### src/sv/formula_tokenizer_with_cell_decode_assert.svh
// Assertion macros for the formula tokenizer; clocked on clk, disabled while rst_n is low.
`ifndef FORMULA_TOKENIZER_WITH_CELL_DECODE_ASSERT_SVH
`define FORMULA_TOKENIZER_WITH_CELL_DECODE_ASSERT_SVH

// Same-cycle implication: the consequent must hold wherever the antecedent holds.
`define FTOK_ASSERT_IMP(name, ante, cons, msg) \
    name: assert property (@(posedge clk) disable iff (!rst_n) (ante) |-> (cons)) \
        else $error(msg);

// Next-cycle implication: the consequent must hold in the cycle after the antecedent.
`define FTOK_ASSERT_NEXT(name, ante, cons, msg) \
    name: assert property (@(posedge clk) disable iff (!rst_n) (ante) |=> (cons)) \
        else $error(msg);

`endif

### src/sv/ftok_pkg.sv
// Shared constants, codes and types of the formula tokenizer.
package ftok_pkg;

    // Limits of the lexer.
    localparam int MAX_LEN  = 4096;
    localparam int MAX_COLS = 16384;
    localparam int MAX_ROWS = 1048576;

    // Internal widths derived from the limits.
    localparam int POS_W     = $clog2(MAX_LEN + 1);
    localparam int PSTART_W  = $clog2(MAX_LEN);
    localparam int COL_ACC_W = $clog2(MAX_COLS + 2);
    localparam int ROW_ACC_W = $clog2(MAX_ROWS + 2);

    // Widths of the token fields.
    localparam int TYPE_W  = 4;
    localparam int START_W = 12;
    localparam int LEN_W   = 13;
    localparam int COL_W   = 14;
    localparam int ROW_W   = 20;
    localparam int ERR_W   = 3;
    localparam int CHAR_W  = 8;

    // Token queue.
    localparam int QUEUE_DEPTH = 4;
    localparam int QPTR_W      = $clog2(QUEUE_DEPTH);
    localparam int QCNT_W      = $clog2(QUEUE_DEPTH + 1);

    // Token types.
    localparam logic [TYPE_W-1:0] TK_END    = 4'd0;
    localparam logic [TYPE_W-1:0] TK_NUMBER = 4'd1;
    localparam logic [TYPE_W-1:0] TK_CELL   = 4'd2;
    localparam logic [TYPE_W-1:0] TK_PLUS   = 4'd3;
    localparam logic [TYPE_W-1:0] TK_MINUS  = 4'd4;
    localparam logic [TYPE_W-1:0] TK_MUL    = 4'd5;
    localparam logic [TYPE_W-1:0] TK_DIV    = 4'd6;
    localparam logic [TYPE_W-1:0] TK_LPAREN = 4'd7;
    localparam logic [TYPE_W-1:0] TK_RPAREN = 4'd8;
    localparam logic [TYPE_W-1:0] TK_ERROR  = 4'd9;

    // Error codes.
    localparam logic [ERR_W-1:0] ERR_NONE     = 3'd0;
    localparam logic [ERR_W-1:0] ERR_BAD_CHAR = 3'd1;
    localparam logic [ERR_W-1:0] ERR_NO_ROW   = 3'd2;
    localparam logic [ERR_W-1:0] ERR_ROW_ZERO = 3'd3;
    localparam logic [ERR_W-1:0] ERR_LIMIT    = 3'd4;

    // Character codes.
    localparam logic [CHAR_W-1:0] CH_DOT    = 8'h2E;
    localparam logic [CHAR_W-1:0] CH_PLUS   = 8'h2B;
    localparam logic [CHAR_W-1:0] CH_MINUS  = 8'h2D;
    localparam logic [CHAR_W-1:0] CH_STAR   = 8'h2A;
    localparam logic [CHAR_W-1:0] CH_SLASH  = 8'h2F;
    localparam logic [CHAR_W-1:0] CH_LPAREN = 8'h28;
    localparam logic [CHAR_W-1:0] CH_RPAREN = 8'h29;
    localparam logic [CHAR_W-1:0] CH_SPACE  = 8'h20;
    localparam logic [CHAR_W-1:0] CH_TAB    = 8'h09;
    localparam logic [CHAR_W-1:0] CH_CR     = 8'h0D;
    localparam logic [CHAR_W-1:0] CH_ZERO   = 8'h30;
    localparam logic [CHAR_W-1:0] CH_NINE   = 8'h39;
    localparam logic [CHAR_W-1:0] CH_UPPER_A = 8'h41;
    localparam logic [CHAR_W-1:0] CH_UPPER_Z = 8'h5A;
    // 'A' maps to letter value one, so letters are biased by the code before 'A'.
    localparam logic [CHAR_W-1:0] CH_LETTER_BIAS = 8'h40;

    typedef enum logic [4:0] {
        MODE_IDLE    = 5'b00001,
        MODE_NUMBER  = 5'b00010,
        MODE_LETTERS = 5'b00100,
        MODE_DIGITS  = 5'b01000,
        MODE_ERROR   = 5'b10000
    } lex_mode_t;

    typedef struct packed {
        logic [TYPE_W-1:0]  token_type;
        logic [START_W-1:0] token_start;
        logic [LEN_W-1:0]   token_length;
        logic [COL_W-1:0]   cell_col;
        logic [ROW_W-1:0]   cell_row;
        logic [ERR_W-1:0]   error_code;
        logic               last;
    } token_t;

    // Up to two tokens per character, pushed in order a then b.
    typedef struct packed {
        logic   push_a;
        token_t tok_a;
        logic   push_b;
        token_t tok_b;
    } token_push_t;

    typedef struct packed {
        logic              room;
        logic [QCNT_W-1:0] count;
    } queue_status_t;

endpackage

### src/sv/ftok_if.sv
// Handshake interfaces for the character stream and the token stream.
interface ftok_char_if;
    logic                        valid;
    logic                        ready;
    logic                        kind;
    logic [ftok_pkg::CHAR_W-1:0] ch;

    modport source (output valid, kind, ch, input ready);
    modport sink (input valid, kind, ch, output ready);
endinterface

interface ftok_token_if;
    logic                         valid;
    logic                         ready;
    logic [ftok_pkg::TYPE_W-1:0]  token_type;
    logic [ftok_pkg::START_W-1:0] token_start;
    logic [ftok_pkg::LEN_W-1:0]   token_length;
    logic [ftok_pkg::COL_W-1:0]   cell_col;
    logic [ftok_pkg::ROW_W-1:0]   cell_row;
    logic [ftok_pkg::ERR_W-1:0]   error_code;
    logic                         last;

    modport source (output valid, token_type, token_start, token_length, cell_col,
                    cell_row, error_code, last, input ready);
    modport sink (input valid, token_type, token_start, token_length, cell_col,
                  cell_row, error_code, last, output ready);
endinterface

### src/sv/ftok_lexer.sv
// Lexer state registers and the combinational step that turns one character into tokens.
module ftok_lexer
(
    input  logic                           clk,
    input  logic                           rst_n,
    input  logic                           accept,
    input  logic                           kind,
    input  logic [ftok_pkg::CHAR_W-1:0]    ch,
    output ftok_pkg::token_push_t          push,
    output ftok_pkg::lex_mode_t            mode
);

    localparam int COL_PROD_W = ftok_pkg::COL_ACC_W + 5;
    localparam int ROW_PROD_W = ftok_pkg::ROW_ACC_W + 4;

    ftok_pkg::lex_mode_t                  mode_reg, mode_next;
    logic [ftok_pkg::POS_W-1:0]           pos_reg, pos_next;
    logic [ftok_pkg::PSTART_W-1:0]        pstart_reg, pstart_next;
    logic [ftok_pkg::COL_ACC_W-1:0]       col_reg, col_next;
    logic [ftok_pkg::ROW_ACC_W-1:0]       row_reg, row_next;
    logic                                 lim_reg, lim_next;

    logic                                 consumed;
    logic                                 cell_ok;
    logic [ftok_pkg::LEN_W-1:0]           pend_len;
    logic [ftok_pkg::START_W-1:0]         pend_start;
    ftok_pkg::token_t                     cell_tok;
    ftok_pkg::token_t                     tok_a, tok_b;
    logic                                 push_a, push_b;
    logic [ftok_pkg::COL_ACC_W:0]         letter_cont, letter_first;
    logic [ftok_pkg::ROW_ACC_W:0]         digit_cont, digit_first;

    function automatic logic is_digit(input logic [ftok_pkg::CHAR_W-1:0] c);
        return (c >= ftok_pkg::CH_ZERO) && (c <= ftok_pkg::CH_NINE);
    endfunction

    function automatic logic is_upper(input logic [ftok_pkg::CHAR_W-1:0] c);
        return (c >= ftok_pkg::CH_UPPER_A) && (c <= ftok_pkg::CH_UPPER_Z);
    endfunction

    function automatic logic is_space(input logic [ftok_pkg::CHAR_W-1:0] c);
        return (c == ftok_pkg::CH_SPACE) || ((c >= ftok_pkg::CH_TAB) && (c <= ftok_pkg::CH_CR));
    endfunction

    // Returns {limit hit, new column accumulator}; saturates at MAX_COLS + 1.
    function automatic logic [ftok_pkg::COL_ACC_W:0] add_letter(
        input logic [ftok_pkg::COL_ACC_W-1:0] acc,
        input logic [ftok_pkg::CHAR_W-1:0]    c
    );
        logic [COL_PROD_W-1:0] prod;
        prod = COL_PROD_W'(acc) * COL_PROD_W'(26)
             + COL_PROD_W'(c - ftok_pkg::CH_LETTER_BIAS);
        if (acc > ftok_pkg::COL_ACC_W'(ftok_pkg::MAX_COLS))
            return {1'b0, acc};
        else if (prod > COL_PROD_W'(ftok_pkg::MAX_COLS))
            return {1'b1, ftok_pkg::COL_ACC_W'(ftok_pkg::MAX_COLS + 1)};
        else
            return {1'b0, prod[ftok_pkg::COL_ACC_W-1:0]};
    endfunction

    // Returns {limit hit, new row accumulator}; saturates at MAX_ROWS + 1.
    function automatic logic [ftok_pkg::ROW_ACC_W:0] add_digit(
        input logic [ftok_pkg::ROW_ACC_W-1:0] acc,
        input logic [ftok_pkg::CHAR_W-1:0]    c
    );
        logic [ROW_PROD_W-1:0] prod;
        prod = ROW_PROD_W'(acc) * ROW_PROD_W'(10) + ROW_PROD_W'(c - ftok_pkg::CH_ZERO);
        if (acc > ftok_pkg::ROW_ACC_W'(ftok_pkg::MAX_ROWS))
            return {1'b0, acc};
        else if (prod > ROW_PROD_W'(ftok_pkg::MAX_ROWS))
            return {1'b1, ftok_pkg::ROW_ACC_W'(ftok_pkg::MAX_ROWS + 1)};
        else
            return {1'b0, prod[ftok_pkg::ROW_ACC_W-1:0]};
    endfunction

    function automatic ftok_pkg::token_t make_tok(
        input logic [ftok_pkg::TYPE_W-1:0]  t,
        input logic [ftok_pkg::START_W-1:0] s,
        input logic [ftok_pkg::LEN_W-1:0]   l,
        input logic [ftok_pkg::ERR_W-1:0]   e
    );
        ftok_pkg::token_t r;
        r              = '0;
        r.token_type   = t;
        r.token_start  = s;
        r.token_length = l;
        r.error_code   = e;
        return r;
    endfunction

    assign pend_len   = ftok_pkg::LEN_W'(pos_reg - ftok_pkg::POS_W'(pstart_reg));
    assign pend_start = ftok_pkg::START_W'(pstart_reg);

    assign letter_cont  = add_letter(col_reg, ch);
    assign letter_first = add_letter('0, ch);
    assign digit_cont   = add_digit(row_reg, ch);
    assign digit_first  = add_digit('0, ch);

    // Closing a cell reference: limit beats row zero.
    always_comb
    begin
        cell_ok = 1'b0;
        if (lim_reg)
            cell_tok = make_tok(ftok_pkg::TK_ERROR, pend_start, pend_len, ftok_pkg::ERR_LIMIT);
        else if (row_reg == '0)
            cell_tok = make_tok(ftok_pkg::TK_ERROR, pend_start, pend_len,
                                ftok_pkg::ERR_ROW_ZERO);
        else
        begin
            cell_ok           = 1'b1;
            cell_tok          = make_tok(ftok_pkg::TK_CELL, pend_start, pend_len,
                                         ftok_pkg::ERR_NONE);
            cell_tok.cell_col = ftok_pkg::COL_W'(col_reg - ftok_pkg::COL_ACC_W'(1));
            cell_tok.cell_row = ftok_pkg::ROW_W'(row_reg - ftok_pkg::ROW_ACC_W'(1));
        end
    end

    always_comb
    begin
        mode_next   = mode_reg;
        pos_next    = pos_reg;
        pstart_next = pstart_reg;
        col_next    = col_reg;
        row_next    = row_reg;
        lim_next    = lim_reg;
        consumed    = 1'b0;
        push_a      = 1'b0;
        push_b      = 1'b0;
        tok_a       = '0;
        tok_b       = '0;

        if (kind)
        begin
            unique case (mode_reg)
                ftok_pkg::MODE_NUMBER:
                begin
                    push_a = 1'b1;
                    tok_a  = make_tok(ftok_pkg::TK_NUMBER, pend_start, pend_len,
                                      ftok_pkg::ERR_NONE);
                end
                ftok_pkg::MODE_LETTERS:
                begin
                    push_a = 1'b1;
                    tok_a  = make_tok(ftok_pkg::TK_ERROR, pend_start, pend_len,
                                      ftok_pkg::ERR_NO_ROW);
                end
                ftok_pkg::MODE_DIGITS:
                begin
                    push_a = 1'b1;
                    tok_a  = cell_tok;
                end
                default:
                begin
                end
            endcase
            push_b      = 1'b1;
            tok_b       = make_tok(ftok_pkg::TK_END, ftok_pkg::START_W'(pos_reg), '0,
                                   ftok_pkg::ERR_NONE);
            mode_next   = ftok_pkg::MODE_IDLE;
            pos_next    = '0;
            pstart_next = '0;
            col_next    = '0;
            row_next    = '0;
            lim_next    = 1'b0;
        end
        else if (mode_reg == ftok_pkg::MODE_ERROR)
        begin
        end
        else if (pos_reg >= ftok_pkg::POS_W'(ftok_pkg::MAX_LEN))
        begin
            push_a    = 1'b1;
            tok_a     = make_tok(ftok_pkg::TK_ERROR, '0, ftok_pkg::LEN_W'(pos_reg),
                                 ftok_pkg::ERR_LIMIT);
            mode_next = ftok_pkg::MODE_ERROR;
        end
        else
        begin
            pos_next = pos_reg + ftok_pkg::POS_W'(1);

            unique case (mode_reg)
                ftok_pkg::MODE_NUMBER:
                begin
                    if (is_digit(ch) || (ch == ftok_pkg::CH_DOT))
                        consumed = 1'b1;
                    else
                    begin
                        push_a    = 1'b1;
                        tok_a     = make_tok(ftok_pkg::TK_NUMBER, pend_start, pend_len,
                                             ftok_pkg::ERR_NONE);
                        mode_next = ftok_pkg::MODE_IDLE;
                    end
                end
                ftok_pkg::MODE_LETTERS:
                begin
                    consumed = 1'b1;
                    if (is_upper(ch))
                    begin
                        col_next = letter_cont[ftok_pkg::COL_ACC_W-1:0];
                        lim_next = lim_reg | letter_cont[ftok_pkg::COL_ACC_W];
                    end
                    else if (is_digit(ch))
                    begin
                        row_next  = digit_first[ftok_pkg::ROW_ACC_W-1:0];
                        lim_next  = lim_reg | digit_first[ftok_pkg::ROW_ACC_W];
                        mode_next = ftok_pkg::MODE_DIGITS;
                    end
                    else
                    begin
                        push_a    = 1'b1;
                        tok_a     = make_tok(ftok_pkg::TK_ERROR, pend_start, pend_len,
                                             ftok_pkg::ERR_NO_ROW);
                        mode_next = ftok_pkg::MODE_ERROR;
                    end
                end
                ftok_pkg::MODE_DIGITS:
                begin
                    if (is_digit(ch))
                    begin
                        consumed = 1'b1;
                        row_next = digit_cont[ftok_pkg::ROW_ACC_W-1:0];
                        lim_next = lim_reg | digit_cont[ftok_pkg::ROW_ACC_W];
                    end
                    else
                    begin
                        push_a = 1'b1;
                        tok_a  = cell_tok;
                        if (cell_ok)
                            mode_next = ftok_pkg::MODE_IDLE;
                        else
                        begin
                            consumed  = 1'b1;
                            mode_next = ftok_pkg::MODE_ERROR;
                        end
                    end
                end
                default:
                begin
                end
            endcase

            // The character was not absorbed by a running token: it may start one.
            if (!consumed)
            begin
                if (is_space(ch))
                begin
                end
                else if (is_digit(ch))
                begin
                    pstart_next = ftok_pkg::PSTART_W'(pos_reg);
                    mode_next   = ftok_pkg::MODE_NUMBER;
                end
                else if (is_upper(ch))
                begin
                    pstart_next = ftok_pkg::PSTART_W'(pos_reg);
                    col_next    = letter_first[ftok_pkg::COL_ACC_W-1:0];
                    row_next    = '0;
                    lim_next    = letter_first[ftok_pkg::COL_ACC_W];
                    mode_next   = ftok_pkg::MODE_LETTERS;
                end
                else
                begin
                    push_b = 1'b1;
                    unique case (ch)
                        ftok_pkg::CH_PLUS:
                            tok_b = make_tok(ftok_pkg::TK_PLUS, ftok_pkg::START_W'(pos_reg),
                                             ftok_pkg::LEN_W'(1), ftok_pkg::ERR_NONE);
                        ftok_pkg::CH_MINUS:
                            tok_b = make_tok(ftok_pkg::TK_MINUS, ftok_pkg::START_W'(pos_reg),
                                             ftok_pkg::LEN_W'(1), ftok_pkg::ERR_NONE);
                        ftok_pkg::CH_STAR:
                            tok_b = make_tok(ftok_pkg::TK_MUL, ftok_pkg::START_W'(pos_reg),
                                             ftok_pkg::LEN_W'(1), ftok_pkg::ERR_NONE);
                        ftok_pkg::CH_SLASH:
                            tok_b = make_tok(ftok_pkg::TK_DIV, ftok_pkg::START_W'(pos_reg),
                                             ftok_pkg::LEN_W'(1), ftok_pkg::ERR_NONE);
                        ftok_pkg::CH_LPAREN:
                            tok_b = make_tok(ftok_pkg::TK_LPAREN, ftok_pkg::START_W'(pos_reg),
                                             ftok_pkg::LEN_W'(1), ftok_pkg::ERR_NONE);
                        ftok_pkg::CH_RPAREN:
                            tok_b = make_tok(ftok_pkg::TK_RPAREN, ftok_pkg::START_W'(pos_reg),
                                             ftok_pkg::LEN_W'(1), ftok_pkg::ERR_NONE);
                        default:
                        begin
                            tok_b     = make_tok(ftok_pkg::TK_ERROR,
                                                 ftok_pkg::START_W'(pos_reg),
                                                 ftok_pkg::LEN_W'(1), ftok_pkg::ERR_BAD_CHAR);
                            mode_next = ftok_pkg::MODE_ERROR;
                        end
                    endcase
                end
            end
        end

        // The final token caused by this character carries the last flag.
        if (push_b)
            tok_b.last = 1'b1;
        else if (push_a)
            tok_a.last = 1'b1;
    end

    always_ff @(posedge clk or negedge rst_n)
    begin
        if (!rst_n)
        begin
            mode_reg   <= ftok_pkg::MODE_IDLE;
            pos_reg    <= '0;
            pstart_reg <= '0;
            col_reg    <= '0;
            row_reg    <= '0;
            lim_reg    <= 1'b0;
        end
        else if (accept)
        begin
            mode_reg   <= mode_next;
            pos_reg    <= pos_next;
            pstart_reg <= pstart_next;
            col_reg    <= col_next;
            row_reg    <= row_next;
            lim_reg    <= lim_next;
        end
    end

    assign push.push_a = accept && push_a;
    assign push.tok_a  = tok_a;
    assign push.push_b = accept && push_b;
    assign push.tok_b  = tok_b;
    assign mode        = mode_reg;

endmodule

### src/sv/ftok_out_queue.sv
// Small token queue: takes up to two tokens per cycle, hands out one per cycle when popped.
module ftok_out_queue
(
    input  logic                    clk,
    input  logic                    rst_n,
    input  ftok_pkg::token_push_t   push,
    input  logic                    pop,
    output logic                    head_valid,
    output ftok_pkg::token_t        head,
    output ftok_pkg::queue_status_t status
);

    ftok_pkg::token_t                q_reg [ftok_pkg::QUEUE_DEPTH];
    logic [ftok_pkg::QPTR_W-1:0]     wr_ptr_reg, wr_ptr_next;
    logic [ftok_pkg::QPTR_W-1:0]     rd_ptr_reg, rd_ptr_next;
    logic [ftok_pkg::QCNT_W-1:0]     count_reg, count_next;
    logic [ftok_pkg::QPTR_W-1:0]     wr_b_ptr;
    logic [1:0]                      n_push;

    assign n_push      = {1'b0, push.push_a} + {1'b0, push.push_b};
    assign wr_b_ptr    = wr_ptr_reg + ftok_pkg::QPTR_W'(push.push_a);
    assign wr_ptr_next = wr_ptr_reg + ftok_pkg::QPTR_W'(n_push);
    assign rd_ptr_next = rd_ptr_reg + ftok_pkg::QPTR_W'(pop);
    assign count_next  = count_reg + ftok_pkg::QCNT_W'(n_push) - ftok_pkg::QCNT_W'(pop);

    always_ff @(posedge clk or negedge rst_n)
    begin
        if (!rst_n)
        begin
            wr_ptr_reg <= '0;
            rd_ptr_reg <= '0;
            count_reg  <= '0;
        end
        else
        begin
            wr_ptr_reg <= wr_ptr_next;
            rd_ptr_reg <= rd_ptr_next;
            count_reg  <= count_next;
        end
    end

    always_ff @(posedge clk)
    begin
        if (push.push_a)
            q_reg[wr_ptr_reg] <= push.tok_a;
        if (push.push_b)
            q_reg[wr_b_ptr] <= push.tok_b;
    end

    assign head_valid   = (count_reg != '0);
    assign head         = q_reg[rd_ptr_reg];
    // A new character may need two entries.
    assign status.room  = (count_reg <= ftok_pkg::QCNT_W'(ftok_pkg::QUEUE_DEPTH - 2));
    assign status.count = count_reg;

endmodule

### src/sv/formula_tokenizer_with_cell_decode.sv
// Top level of the streaming formula tokenizer with A1 cell reference decoding.
//
// The block takes a spreadsheet formula one character per beat on the chars channel,
// with kind high marking the end of the formula, and returns tokens on the tokens
// channel: numbers, cell references (column and row decoded to zero-based values),
// the four operators, parentheses, errors and a closing end token. Each character is
// worked in one combinational step: the lexer decides from its mode register and the
// incoming byte what to emit and what to keep, and the tokens go straight into a
// four-entry queue whose head drives the tokens channel. A new character is taken
// every cycle while the queue has two free entries; a character that yields two tokens
// (one that closes a number or a cell and starts its own token, or the end marker after
// a pending token) puts two tokens on the output, so while the tokens channel is ready
// the sustained rate is one character per cycle for characters that give at most one
// token, and is set by the one-token-per-cycle output port otherwise. The last flag
// marks the final token caused by one character. After an error the rest of the
// formula is dropped silently up to the end marker, which then gives the end token
// alone and returns the lexer to its reset state. No clearing pass is needed after
// reset.
module formula_tokenizer_with_cell_decode
(
    input  logic               clk,
    input  logic               rst_n,
    ftok_char_if.sink          chars,
    ftok_token_if.source       tokens
);

    `include "formula_tokenizer_with_cell_decode_assert.svh"

    ftok_pkg::token_push_t   push;
    ftok_pkg::lex_mode_t     mode;
    ftok_pkg::queue_status_t qstatus;
    ftok_pkg::token_t        head;
    logic                    head_valid;
    logic                    accept;
    logic                    pop;

    // A character is only taken when the queue can hold everything it might produce.
    assign chars.ready = qstatus.room;
    assign accept      = chars.valid && chars.ready;
    assign pop         = tokens.valid && tokens.ready;

    ftok_lexer u_lexer
    (
        .clk    (clk),
        .rst_n  (rst_n),
        .accept (accept),
        .kind   (chars.kind),
        .ch     (chars.ch),
        .push   (push),
        .mode   (mode)
    );

    ftok_out_queue u_queue
    (
        .clk        (clk),
        .rst_n      (rst_n),
        .push       (push),
        .pop        (pop),
        .head_valid (head_valid),
        .head       (head),
        .status     (qstatus)
    );

    assign tokens.valid        = head_valid;
    assign tokens.token_type   = head.token_type;
    assign tokens.token_start  = head.token_start;
    assign tokens.token_length = head.token_length;
    assign tokens.cell_col     = head.cell_col;
    assign tokens.cell_row     = head.cell_row;
    assign tokens.error_code   = head.error_code;
    assign tokens.last         = head.last;

    // The queue never holds more entries than it has.
    `FTOK_ASSERT_IMP(a_queue_bound, 1'b1, qstatus.count <= ftok_pkg::QCNT_W'(ftok_pkg::QUEUE_DEPTH), "token queue overflow")

    // Once an error has been reported, ordinary characters produce nothing.
    `FTOK_ASSERT_IMP(a_error_silent, accept && !chars.kind && mode == ftok_pkg::MODE_ERROR, !push.push_a && !push.push_b, "token emitted after an error")

    // The end marker always closes the formula and brings the lexer back to idle.
    `FTOK_ASSERT_NEXT(a_end_resets, accept && chars.kind, mode == ftok_pkg::MODE_IDLE, "lexer not idle after end marker")

    // An end token is always the final beat for its character.
    `FTOK_ASSERT_IMP(a_end_is_last, tokens.valid && tokens.token_type == ftok_pkg::TK_END, tokens.last, "end token without last")

endmodule

### src/flat_wrapper.sv
// flat-port wrapper written by rule: the top's interface ports become plain ports
module formula_tokenizer_with_cell_decode_flat 
  (clk, rst_n, chars_valid, chars_kind, chars_ch, chars_ready, tokens_valid, tokens_token_type, tokens_token_start, tokens_token_length, tokens_cell_col, tokens_cell_row, tokens_error_code, tokens_last, tokens_ready);
  ftok_char_if chars_i ();
  ftok_token_if tokens_i ();
  input  logic clk;
  input  logic rst_n;
  input wire logic [$bits(chars_i.valid)-1:0] chars_valid;
  input wire logic [$bits(chars_i.kind)-1:0] chars_kind;
  input wire logic [$bits(chars_i.ch)-1:0] chars_ch;
  output wire logic [$bits(chars_i.ready)-1:0] chars_ready;
  output wire logic [$bits(tokens_i.valid)-1:0] tokens_valid;
  output wire logic [$bits(tokens_i.token_type)-1:0] tokens_token_type;
  output wire logic [$bits(tokens_i.token_start)-1:0] tokens_token_start;
  output wire logic [$bits(tokens_i.token_length)-1:0] tokens_token_length;
  output wire logic [$bits(tokens_i.cell_col)-1:0] tokens_cell_col;
  output wire logic [$bits(tokens_i.cell_row)-1:0] tokens_cell_row;
  output wire logic [$bits(tokens_i.error_code)-1:0] tokens_error_code;
  output wire logic [$bits(tokens_i.last)-1:0] tokens_last;
  input wire logic [$bits(tokens_i.ready)-1:0] tokens_ready;
  assign chars_i.valid = chars_valid;
  assign chars_i.kind = chars_kind;
  assign chars_i.ch = chars_ch;
  assign chars_ready = chars_i.ready;
  assign tokens_valid = tokens_i.valid;
  assign tokens_token_type = tokens_i.token_type;
  assign tokens_token_start = tokens_i.token_start;
  assign tokens_token_length = tokens_i.token_length;
  assign tokens_cell_col = tokens_i.cell_col;
  assign tokens_cell_row = tokens_i.cell_row;
  assign tokens_error_code = tokens_i.error_code;
  assign tokens_last = tokens_i.last;
  assign tokens_i.ready = tokens_ready;
  formula_tokenizer_with_cell_decode u_core (.clk(clk), .rst_n(rst_n), .chars(chars_i), .tokens(tokens_i));
endmodule
### config.mk
export PLATFORM = sky130hd
export DESIGN_NAME = formula_tokenizer_with_cell_decode_flat
export DESIGN_NICKNAME = d
export VERILOG_FILES = /design/src/sv/ftok_pkg.sv /design/src/sv/ftok_if.sv /design/src/sv/ftok_lexer.sv /design/src/sv/ftok_out_queue.sv /design/src/sv/formula_tokenizer_with_cell_decode.sv /design/src/flat_wrapper.sv
export VERILOG_INCLUDE_DIRS = /design/src /design/src/sv
export SDC_FILE = /design/constraint.sdc
export NUM_CORES = 1
export LEC_CHECK = 0
export ABC_CLOCK_PERIOD_IN_PS = 8050
export BUFFER_PORTS_ARGS = -buffer_cell sky130_fd_sc_hd__buf_2
export CAP_MARGIN = 20
export CORE_ASPECT_RATIO = 0.75
export CORE_UTILIZATION = 45
export DETAILED_ROUTE_END_ITERATION = 8
export GPL_TIMING_DRIVEN = 0
export PLACE_DENSITY = 0.67
export SLEW_MARGIN = 20
export SYNTH_ARGS = -nofsm -noshare
export SYNTH_HDL_FRONTEND = slang
export SYNTH_SLANG_ARGS = --single-unit
### constraint.sdc
create_clock -name clk -period 8.05 [get_ports clk]
set_clock_uncertainty 0.2 [all_clocks]
set_input_delay 0.4025 -clock clk [delete_from_list [all_inputs] [get_ports clk]]
set_output_delay 0.4025 -clock clk [all_outputs]
set_load 0.05 [all_outputs]
Word-level counts from Yosys, hierarchy flattened:

Memories as Yosys holds them, arrays and structs flattened.
Cells that the tools add are included.

* add/sub/neg operators: 14
* multipliers: 2
* order comparisons: 14
* eq/ne operators: 16
* muxes and demuxes: 111
* bitwise gates (word level): 3
* reductions and logical operators: 17

Operator list (number)
* two-way mux 67 bit: 15
* one-hot mux 67 bit (3 select lines): 2
* one-hot mux 67 bit (6 select lines): 1
* two-way mux 21 bit: 10
* two-way mux 15 bit: 9
* two-way mux 12 bit: 7
* two-way mux 22 bit: 3
* two-way mux 5 bit: 13
* equality test 8 x 6 -> 1 bit (second input constant): 8
* two-way mux 64 bit: 1
* greater-than comparator 25 x 21 -> 1 bit (second input constant): 2
* two-way mux 16 bit: 3
* one-hot mux 21 bit (2 select lines): 1
* greater-than comparator 20 x 15 -> 1 bit (second input constant): 2
* two-way mux 1 bit: 39
* two-way mux 13 bit: 3
* adder 25 bit: 1
* multiplier 21 x 3 -> 24 bit (second input constant): 1
* greater-than comparator 21 bit (second input constant): 1
* logical NOT 21 bit: 1
* adder 20 bit: 1
* subtractor 20 x 1 -> 20 bit (second input constant): 1
* multiplier 15 x 4 -> 19 bit (second input constant): 1
* greater-than comparator 15 bit (second input constant): 1
* other kinds (35): 50

* register bits: 74
* RAM bits: 268
* input bits: 13
* output and inout bits: 69
* word-level logic and storage cells: 187
* memories: 1

Memory list
* u_core.u_queue.q_reg: depth 4, width 67, read ports 1, clocked after memory_dff 0, write ports 2, line ftok_out_queue.sv:13 `ftok_pkg::token_t q_reg [ftok_pkg::QUEUE_DEPTH];`

Logic depth before layout (Yosys ltp):

Gate-level depths: netlist of run 1.

* word-level depth: 17
* gate-level depth with buffers: 27
* gate-level depth less buffers: 26

By module:

From an unflattened synthesis of run 1, not the netlist that was laid out.

* cell total of the unflattened synthesis: 2097
* area, all modules: 23832.9 µm²

Modules (own cells, without submodules)
* ftok_out_queue: times used 1, cells each 690, area each 13277.7 µm², sequential area each 8222.9 µm²
* ftok_lexer: times used 1, cells each 1405, area each 10542.6 µm², sequential area each 1677.9 µm²
* formula_tokenizer_with_cell_decode: times used 1, cells each 2, area each 12.5 µm², sequential area each 0.0 µm²

Worst setup path before layout of run 1:

OpenSTA, ideal clock, no wires.

* path type: reg2reg
* start: register u_core.u_lexer.col_reg[1] in the netlist's numbering
* end: register u_core.u_lexer.col_reg[1] in the netlist's numbering
* library setup time: 0.083 ns
* arrival time: 5.185 ns
* data required time: 7.767 ns
* setup slack: 2.583 ns
* stages on the path, launching flop included: 23
* path buffers: 0
* clock period less this slack: 5.467 ns
* cell sequence: dfrtp_1 -> inv_1 -> ha_1 -> fa_1 -> fa_1 -> a21o_1 -> a21oi_1 -> o21bai_1 -> a21oi_1 -> o21bai_1 -> a21oi_1 -> xnor2_1 -> ha_1 -> nand3_1 -> a21o_1 -> a31o_2 -> a21oi_1 -> a211oi_1 -> a311oi_1 -> xor2_1 -> nand4_1 -> or2_2 -> o21ai_0

* longest elaborated chain between the ends: 14
* elaborated cells on any way between the ends: 15
* classes of those cells: add/sub (1); mul (1); order compare (2); mux (11)

Ends and longest elaborated chain
* start, declared: line ftok_lexer.sv:19 `logic [ftok_pkg::COL_ACC_W-1:0] col_reg, col_next;`
* start signal, assigned: line ftok_lexer.sv:317 `col_reg <= col_next;`
* multiplier 15 x 4 -> 19 bit: line ftok_lexer.sv:51 `prod = COL_PROD_W'(acc) * COL_PROD_W'(26)`
* adder 20 bit: line ftok_lexer.sv:52 `+ COL_PROD_W'(c - ftok_pkg::CH_LETTER_BIAS);`
* greater-than comparator 20 x 15 -> 1 bit: line ftok_lexer.sv:55 `else if (prod > COL_PROD_W'(ftok_pkg::MAX_COLS))`
* two-way mux 16 bit: line ftok_lexer.sv:55
* two-way mux 16 bit: line ftok_lexer.sv:53 `if (acc > ftok_pkg::COL_ACC_W'(ftok_pkg::MAX_COLS))`
* two-way mux 15 bit: line ftok_lexer.sv:196 `if (is_upper(ch))`
* two-way mux 15 bit *: line ftok_lexer.sv:180 `unique case (mode_reg)`
* two-way mux 15 bit: line ftok_lexer.sv:252 `else if (is_upper(ch))`
* two-way mux 15 bit: line ftok_lexer.sv:247 `else if (is_digit(ch))`
* two-way mux 15 bit: line ftok_lexer.sv:244 `if (is_space(ch))`
* two-way mux 15 bit *: line ftok_lexer.sv:242 `if (!consumed)`
* two-way mux 15 bit *: line ftok_lexer.sv:169 `else if (pos_reg >= ftok_pkg::POS_W'(ftok_pkg::MAX_LEN))`
* two-way mux 15 bit *: line ftok_lexer.sv:166 `else if (mode_reg == ftok_pkg::MODE_ERROR)`
* two-way mux 15 bit *: line ftok_lexer.sv:132 `if (kind)`

Mark *: on every way between the ends. The rest lies on a longest branch, timed or not. The select of a mux whose other input is x is not followed.
A chain may end at the register's enable or synchronous reset.

Final worst setup path of run 1:

* start: register u_core.u_lexer.col_reg[0] in the netlist's numbering
* end: register u_core.u_lexer.col_reg[6] in the netlist's numbering

* longest elaborated chain between the ends: 14
* elaborated cells on any way between the ends: 15
* classes of those cells: add/sub (1); mul (1); order compare (2); mux (11)

Ends and longest elaborated chain (line)
* multiplier 15 x 4 -> 19 bit: ftok_lexer.sv:51
* adder 20 bit: ftok_lexer.sv:52
* greater-than comparator 20 x 15 -> 1 bit: ftok_lexer.sv:55
* two-way mux 16 bit: ftok_lexer.sv:55
* two-way mux 16 bit *: ftok_lexer.sv:53
* two-way mux 15 bit *: ftok_lexer.sv:196
* two-way mux 15 bit *: ftok_lexer.sv:180
* two-way mux 15 bit: ftok_lexer.sv:252
* two-way mux 15 bit: ftok_lexer.sv:247
* two-way mux 15 bit: ftok_lexer.sv:244
* two-way mux 15 bit *: ftok_lexer.sv:242
* two-way mux 15 bit *: ftok_lexer.sv:169
* two-way mux 15 bit *: ftok_lexer.sv:166
* two-way mux 15 bit *: ftok_lexer.sv:132

Marked as above.

==> results of run 1 <==
==> stage by stage <==
step                utilization (%)  total power, W  cells  hold WS [ns]  cell area [sq um]
CTS                           50.83        0.005779   3219       0.08139              24050
finish                        50.85        0.005790   3219       0.08840              24060
floorplan                         -        0.003432   2429      -0.09309              21540
global placement              48.06        0.003958   3148        0.2349              22740
detailed placement            48.13        0.004000   3149        0.1418              22770
global route                  50.85        0.006015   3219        0.1209              24060
==> cell usage after synthesis, types with 41 or more instances <==
library cell	number	share of area, %
xnor2_1	69	2.8
o22ai_1	64	1.9
edfxtp_1	76	11
nor2_1	154	2.7
clkbuf_1	119	2.1
inv_1	107	1.9
ha_1	160	9.3
a21oi_1	267	6.2
mux4_2	67	7.0
nand2_1	450	7.8
a211oi_1	41	1.4
dfxtp_1	192	18
dfrtp_1	73	8.5
o21ai_0	90	2.1
==> critical path, cell delays in order (launching register included) <==
cell and delay [ns]:
dfrtp_1 0.61, inv_1 0.16, ha_1 0.45, ha_1 0.34, ha_1 0.24, fa_1 0.41
a21o_1 0.19, a21oi_1 0.22, o21bai_1 0.09, a21oi_1 0.24, o21bai_1 0.09, a21oi_1 0.28
xnor2_1 0.11, ha_1 0.40, nand3_1 0.12, a21o_1 0.17, a31o_2 0.23, a21oi_1 0.36
a211oi_1 0.13, a311oi_1 0.33, xor2_1 0.35, nand4_1 0.30, or2_2 0.43, o21ai_0 0.17
==> timing repair <==
item	in CTS	in global routing
endpoints found under the hold margin	73	0
gates resized for setup	0	0
hold buffers	1	0
==> final cells by class <==
cell class | instances | share of cell area, %
clock inverter | 8 | 0.4577
multi-input combinational | 1851 | 52.70
buffer | 128 | 2.013
clock buffer | 61 | 4.816
sequential | 342 | 33.17
inverter | 108 | 1.685
tap | 639 | 3.324
timing repair buffer | 82 | 1.831
==> worst min path at each step <==
stage                                from                      endpoint  slack (ns)
3_5_place_dp                        rst_n   u_core.u_queue.count_reg[0]        0.14
6_report                            rst_n  u_core.u_lexer.pend_start[1]        0.09
4_1_cts                       chars_ch[7]     u_core.u_lexer.col_reg[7]        0.08
5_1_grt                             rst_n  u_core.u_lexer.pend_start[1]        0.12
3_3_place_gp   u_core.u_queue.q_reg[0][8]    u_core.u_queue.q_reg[0][8]        0.23
2_1_floorplan                       rst_n     u_core.u_lexer.col_reg[0]       -0.09
==> power breakdown <==
part           internal, W  total, W  switching (W)
clock network      0.00103   0.00179       0.000762
logic             0.000629   0.00198        0.00135
registers          0.00192   0.00202      0.0000956
==> cells by family (layout without fill, tap and decap cells) <==
| family | after synthesis | in the layout | synth area share, % |
|---|---|---|---|
| and+or+nand+nor | 802 | 802 | 16.26 |
| adders and majority gates | 177 | 177 | 10.88 |
| AOI/OAI and AO/OA | 695 | 695 | 20.19 |
| xor gates and xnor gates | 107 | 107 | 4.352 |
| buffers and inverters | 236 | 387 | 4.131 |
| DFF | 342 | 342 | 37.05 |
| muxes | 70 | 70 | 7.146 |
==> layer usage <==
| layer | global-route usage, % | vias to the layer above |
|---|---|---|
| li1 | - | 8998 |
| met1 | 40.42 | 9464 |
| met3 | 5.719 | 84 |
| met4 | 7.047 | 0 |
| met2 | 42.63 | 866 |
| met5 | 0 | - |
==> impl_metrics.yaml, run 1 <==
outcome:
  outcome: "completed"
global_routing:
  grt_use_total_pct: 28.03
  grt_pass1_vias: 18720
  antenna_found_initial: 1
  grt_start_max_net_pins: 54
  grt_pass1_wl_microns: 105800
  overflow: 0
critical_path:
  crit_end: "u_core.u_lexer.col_reg[6]"
  startpoint: "u_core.u_lexer.col_reg[0]"
  crit_path_max_fanout: 7
  crit_path_start_kind: "flop"
  cp.required_ns: 8.34
  cp-end-kind: "flop"
  reg2reg_from: "u_core.u_lexer.col_reg[0]"
  path_class: "flop to flop"
  crit_arrival_ns: 7.02
  reg2reg_depth: 23
  ff2ff_setup_slack_ns: 1.32
  timing.rr.end: "u_core.u_lexer.col_reg[6]"
floorplan:
  start_util_pct: 45.52
  core_region_area_sq_mm: 0.04731
  row_count: 69
  die_x_microns: 254.6
  die-height_microns: 191.5
  io-pin-count: 82
  die_area_sq_mm: 0.04875
sta:
  setup_ws_ns: 1.319
  maxSlewViolCount: 0
  hold_viol: 0
  post-route-period-util_pct: 83.61
  min_period_ns: 6.731
  worst_pin_slew_ns: 1.158
  setup_tns_ns: 0
  rsz0062_at_grt: "no"
  fmax_mhz: 148.6
  relSlewSlack_pct: 22.16
  setup_viol: 0
clock_tree:
  cts_buffers: 38
  ctsHtreeMaxLevel: 2
  numClockSinks: 342
  clk_pin_slew_ns: 0.07
  cts_root_buf: "clkbuf_16"
  tritoncts: "yes"
  post_cts_buffers: 0
  clockBufferDepth: 3
  worst_skew_pair.late_latency_ns: 0.58
drt:
  drt-vias-per-instance: 6.030
  routed_wl_microns: 67820
  num_vias: 19410
  drt-wirelength-per-cell_microns: 21.07
  dr.pass1.iters: 5
  ant_nets: 0
  drt_iter0_markers: 1942
  top_layer: "met4"
  drcViolationCount: 0
  dr_wl_met2_microns: 29280
  met1_length_microns: 30580
  dr_wl_met3_microns: 6757
layout:
  synthToLayoutAreaGrowth_pct: 11.70
  largest_reg_flops: 268
  multi_input_comb_area_sq_mm: 0.01268
  diodes: 0
  nets: 2741
  seq_area_sq_mm: 0.007979
  drive_above_1_share_pct: 9.147
  fillers: 4440
  final_common_cell: "nand2_1"
  final_cell_mix: "nand2_1 (450), a21oi_1 (267), dfxtp_1 (192)"
yosys:
  ys_ff_latch: 342
  syn-num-nets: 2619
  async_flop_share_pct: 21.64
  synth_cell_types: 80
  ys.flop_type: "dfxtp_1"
  synthCells: 2429
  syn_avg_cell_area_sq_um: 8.866
  synth_seq_area_share_pct: 37.05
  synth_edf_count: 76
  synthesis.area_sq_mm: 0.02154
  synth_warnings: 0
place:
  port_buffers: 80
  hpwlAfterDp_microns: 50680
  place_ws_ns: 1.449
  place_congestion: 0.9264
power:
  leakage_nw: 9.793
  vdd_drop_max_mv: 0.1921
  power_density_mw_per_mm2: 240.7
min_path:
  hp-class: "input port to async pin"
run:
  max-cap-violations: 0
Power figures use the tool's default switching activity.
==> run 2, diff against run 1 <==
Settings changed: ABC_CLOCK_PERIOD_IN_PS 8050 to 6700.
Clock period 8.05 ns to 6.7 ns, I/O delays scaled along.
==> impl_metrics.yaml, run 2 (synthesized netlist as in run 1, its figures left out) <==
critical_path:
  cp_slowest_cell: "a211oi_1"
  cp.required_ns: 6.99
  crit_path_start_kind: "flop"
  path_class: "flop to flop"
  reg2reg_from: "u_core.u_lexer.row_reg[2]"
  crit_path_max_fanout: 9
  crit_top_cell: "ha_1"
  path_cells: "ha_1, ha_1, a21o_1, a21oi_1, o21ba_2, o31ai_1, a41oi_1, a211oi_1, xor2_1, ha_1, nand2_1, o21ai_0, a22oi_1, o21a_1, a21boi_0, nor4b_1, a41oi_1, or4_1, buf_4, nand2b_4, o31ai_2"
  timing.rr.end: "u_core.u_lexer.row_reg[12]"
  crit_family: "compound AO/OA/AOI/OAI gates"
  path_buf_inv: 1
  max_stage_delay_ns: 0.56
  cp.depth: 21
  cp-end-kind: "flop"
  crit_arrival_ns: 6.55
  ff2ff_setup_slack_ns: 0.44
  reg2reg_depth: 21
floorplan:
  die-height_microns: 191.5
  core_region_area_sq_mm: 0.04731
  die_area_sq_mm: 0.04875
  row_count: 69
  io-pin-count: 82
  die_x_microns: 254.6
  start_util_pct: 45.52
min_path:
  hp-class: "input port to async pin"
sta:
  post-route-period-util_pct: 93.48
  fmax_mhz: 159.7
  relSlewSlack_pct: 24.72
  min_period_ns: 6.263
  worst_pin_slew_ns: 1.120
  hold_viol: 0
  rsz0062_at_grt: "no"
  maxSlewViolCount: 0
  setup_tns_ns: 0
  setup_viol: 0
drt:
  dr_wl_met2_microns: 29330
  met1_length_microns: 30310
  top_layer: "met4"
  routed_wl_microns: 67880
  drcViolationCount: 0
  drt_iter0_markers: 1928
  drt-wirelength-per-cell_microns: 21.08
  dr_wl_met3_microns: 6956
  dr.pass1.iters: 6
  num_vias: 19400
  drt-vias-per-instance: 6.024
  ant_nets: 0
layout:
  fillers: 4438
  instances_no_fill: 3220
  diodes: 0
  final_common_cell: "nand2_1"
  final_cell_mix: "nand2_1 (450), a21oi_1 (265), dfxtp_1 (192)"
  largest_reg_flops: 268
  drive_above_1_share_pct: 9.376
  nets: 2742
  synthToLayoutAreaGrowth_pct: 11.82
power:
  comb_power_share_pct: 34.2
  power_density_mw_per_mm2: 289.3
  p_int_w: 0.004307
  clockPowerShare_pct: 31.0
  p_switching_w: 0.002660
  power_frac_seq_pct: 34.8
  vdd_drop_max_mv: 0.2312
  power_switching_share_pct: 38.18
  leakage_nw: 9.801
global_routing:
  antenna_found_initial: 1
  grt_pass1_wl_microns: 105800
  grt_pass1_vias: 18720
  grt_use_total_pct: 28.03
  overflow: 0
  grt_start_max_net_pins: 54
clock_tree:
  clk_pin_slew_ns: 0.07
  cts_root_buf: "clkbuf_16"
  numClockSinks: 342
  cts_buffers: 38
  tritoncts: "yes"
  clockBufferDepth: 3
  worst_skew_pair.late_latency_ns: 0.58
  ctsHtreeMaxLevel: 2
run:
  max-cap-violations: 0
outcome:
  outcome: "completed"
place:
  place_congestion: 0.9264
  hpwlAfterDp_microns: 50680
  port_buffers: 80
  placed_cells: 3149
[run 2: worst register-to-register path: stages (launching register included)]
cell and delay [ns]:
dfrtp_1 0.50, ha_1 0.39, ha_1 0.29, a21o_1 0.10
a21oi_1 0.10, o21ba_2 0.22, o31ai_1 0.29, a41oi_1 0.20
a211oi_1 0.56, xor2_1 0.16, ha_1 0.40, nand2_1 0.06
o21ai_0 0.28, a22oi_1 0.17, o21a_1 0.18, a21boi_0 0.19
nor4b_1 0.43, a41oi_1 0.27, or4_1 0.55, buf_4 0.20
nand2b_4 0.21, o31ai_2 0.23
[run 2: how the worst max path moves through the flow]
stage	endpoint	start	slack (ns)
after floorplan	u_core.u_lexer.col_reg[1]	u_core.u_lexer.col_reg[1]	1.23
after global placement	u_core.u_lexer.col_reg[2]	u_core.u_lexer.col_reg[0]	0.15
after detailed placement	u_core.u_lexer.col_reg[3]	u_core.u_lexer.col_reg[0]	0.1
after CTS	u_core.u_lexer.col_reg[3]	u_core.u_lexer.col_reg[0]	0.04
after global routing	u_core.u_lexer.col_reg[6]	u_core.u_lexer.col_reg[0]	0.07
final	u_core.u_lexer.row_reg[12]	u_core.u_lexer.row_reg[2]	0.44
[run 2: cell type report]
cell class / instances / area [sq um] / area share, %
inverters: 108 / 405.4 / 1.683
well taps: 639 / 799.5 / 3.320
multi-input cells: 1851 / 12690 / 52.70
plain buffers: 127 / 480.5 / 1.995
clock buffers: 61 / 1159 / 4.811
repair buffers: 84 / 455.4 / 1.891
clock inverters: 8 / 110.1 / 0.4572
flip-flops and latches: 342 / 7980 / 33.14
[run 2: power groups by stage]
| stage | Combinational (W) | Clock, W | Sequential (W) |
|---|---|---|---|
| 2_1_floorplan | 0.00171 | 0 | 0.00242 |
| 3_3_place_gp | 0.00230 | 0 | 0.00245 |
| 3_5_place_dp | 0.00235 | 0 | 0.00246 |
| 4_1_cts | 0.00236 | 0.00217 | 0.00242 |
| 5_1_grt | 0.00254 | 0.00225 | 0.00244 |
| 6_report | 0.00238 | 0.00216 | 0.00243 |
[run 2: per-stage QoR]
| stage | utilization, % | instance area (sq um) | hold WS, ns | setup slack [ns] | total power (W) |
|---|---|---|---|---|---|
| after floorplan | - | 21540 | -0.1606 | 1.233 | 0.004124 |
| after global placement | 48.06 | 22740 | 0.2349 | 0.1451 | 0.004758 |
| after detailed placement | 48.13 | 22770 | 0.07429 | 0.09939 | 0.004808 |
| after CTS | 50.83 | 24050 | 0.01389 | 0.04142 | 0.006946 |
| after global routing | 50.90 | 24080 | 0.05343 | 0.07391 | 0.007230 |
| final | 50.90 | 24080 | 0.02077 | 0.4368 | 0.006968 |
[run 2: per-layer routing]
metal	global-route usage [%]	up-vias
met1	40.42	9378
met2	42.63	922
met5	0	-
met3	5.719	92
li1	-	9005
met4	7.047	0
[run 2: repair_timing]
item                       CTS  global route
hold buffers                 1             0
setup endpoints to repair    0            19
buffers inserted             0             2
resized for setup            0             4
hold endpoints to repair    73             0
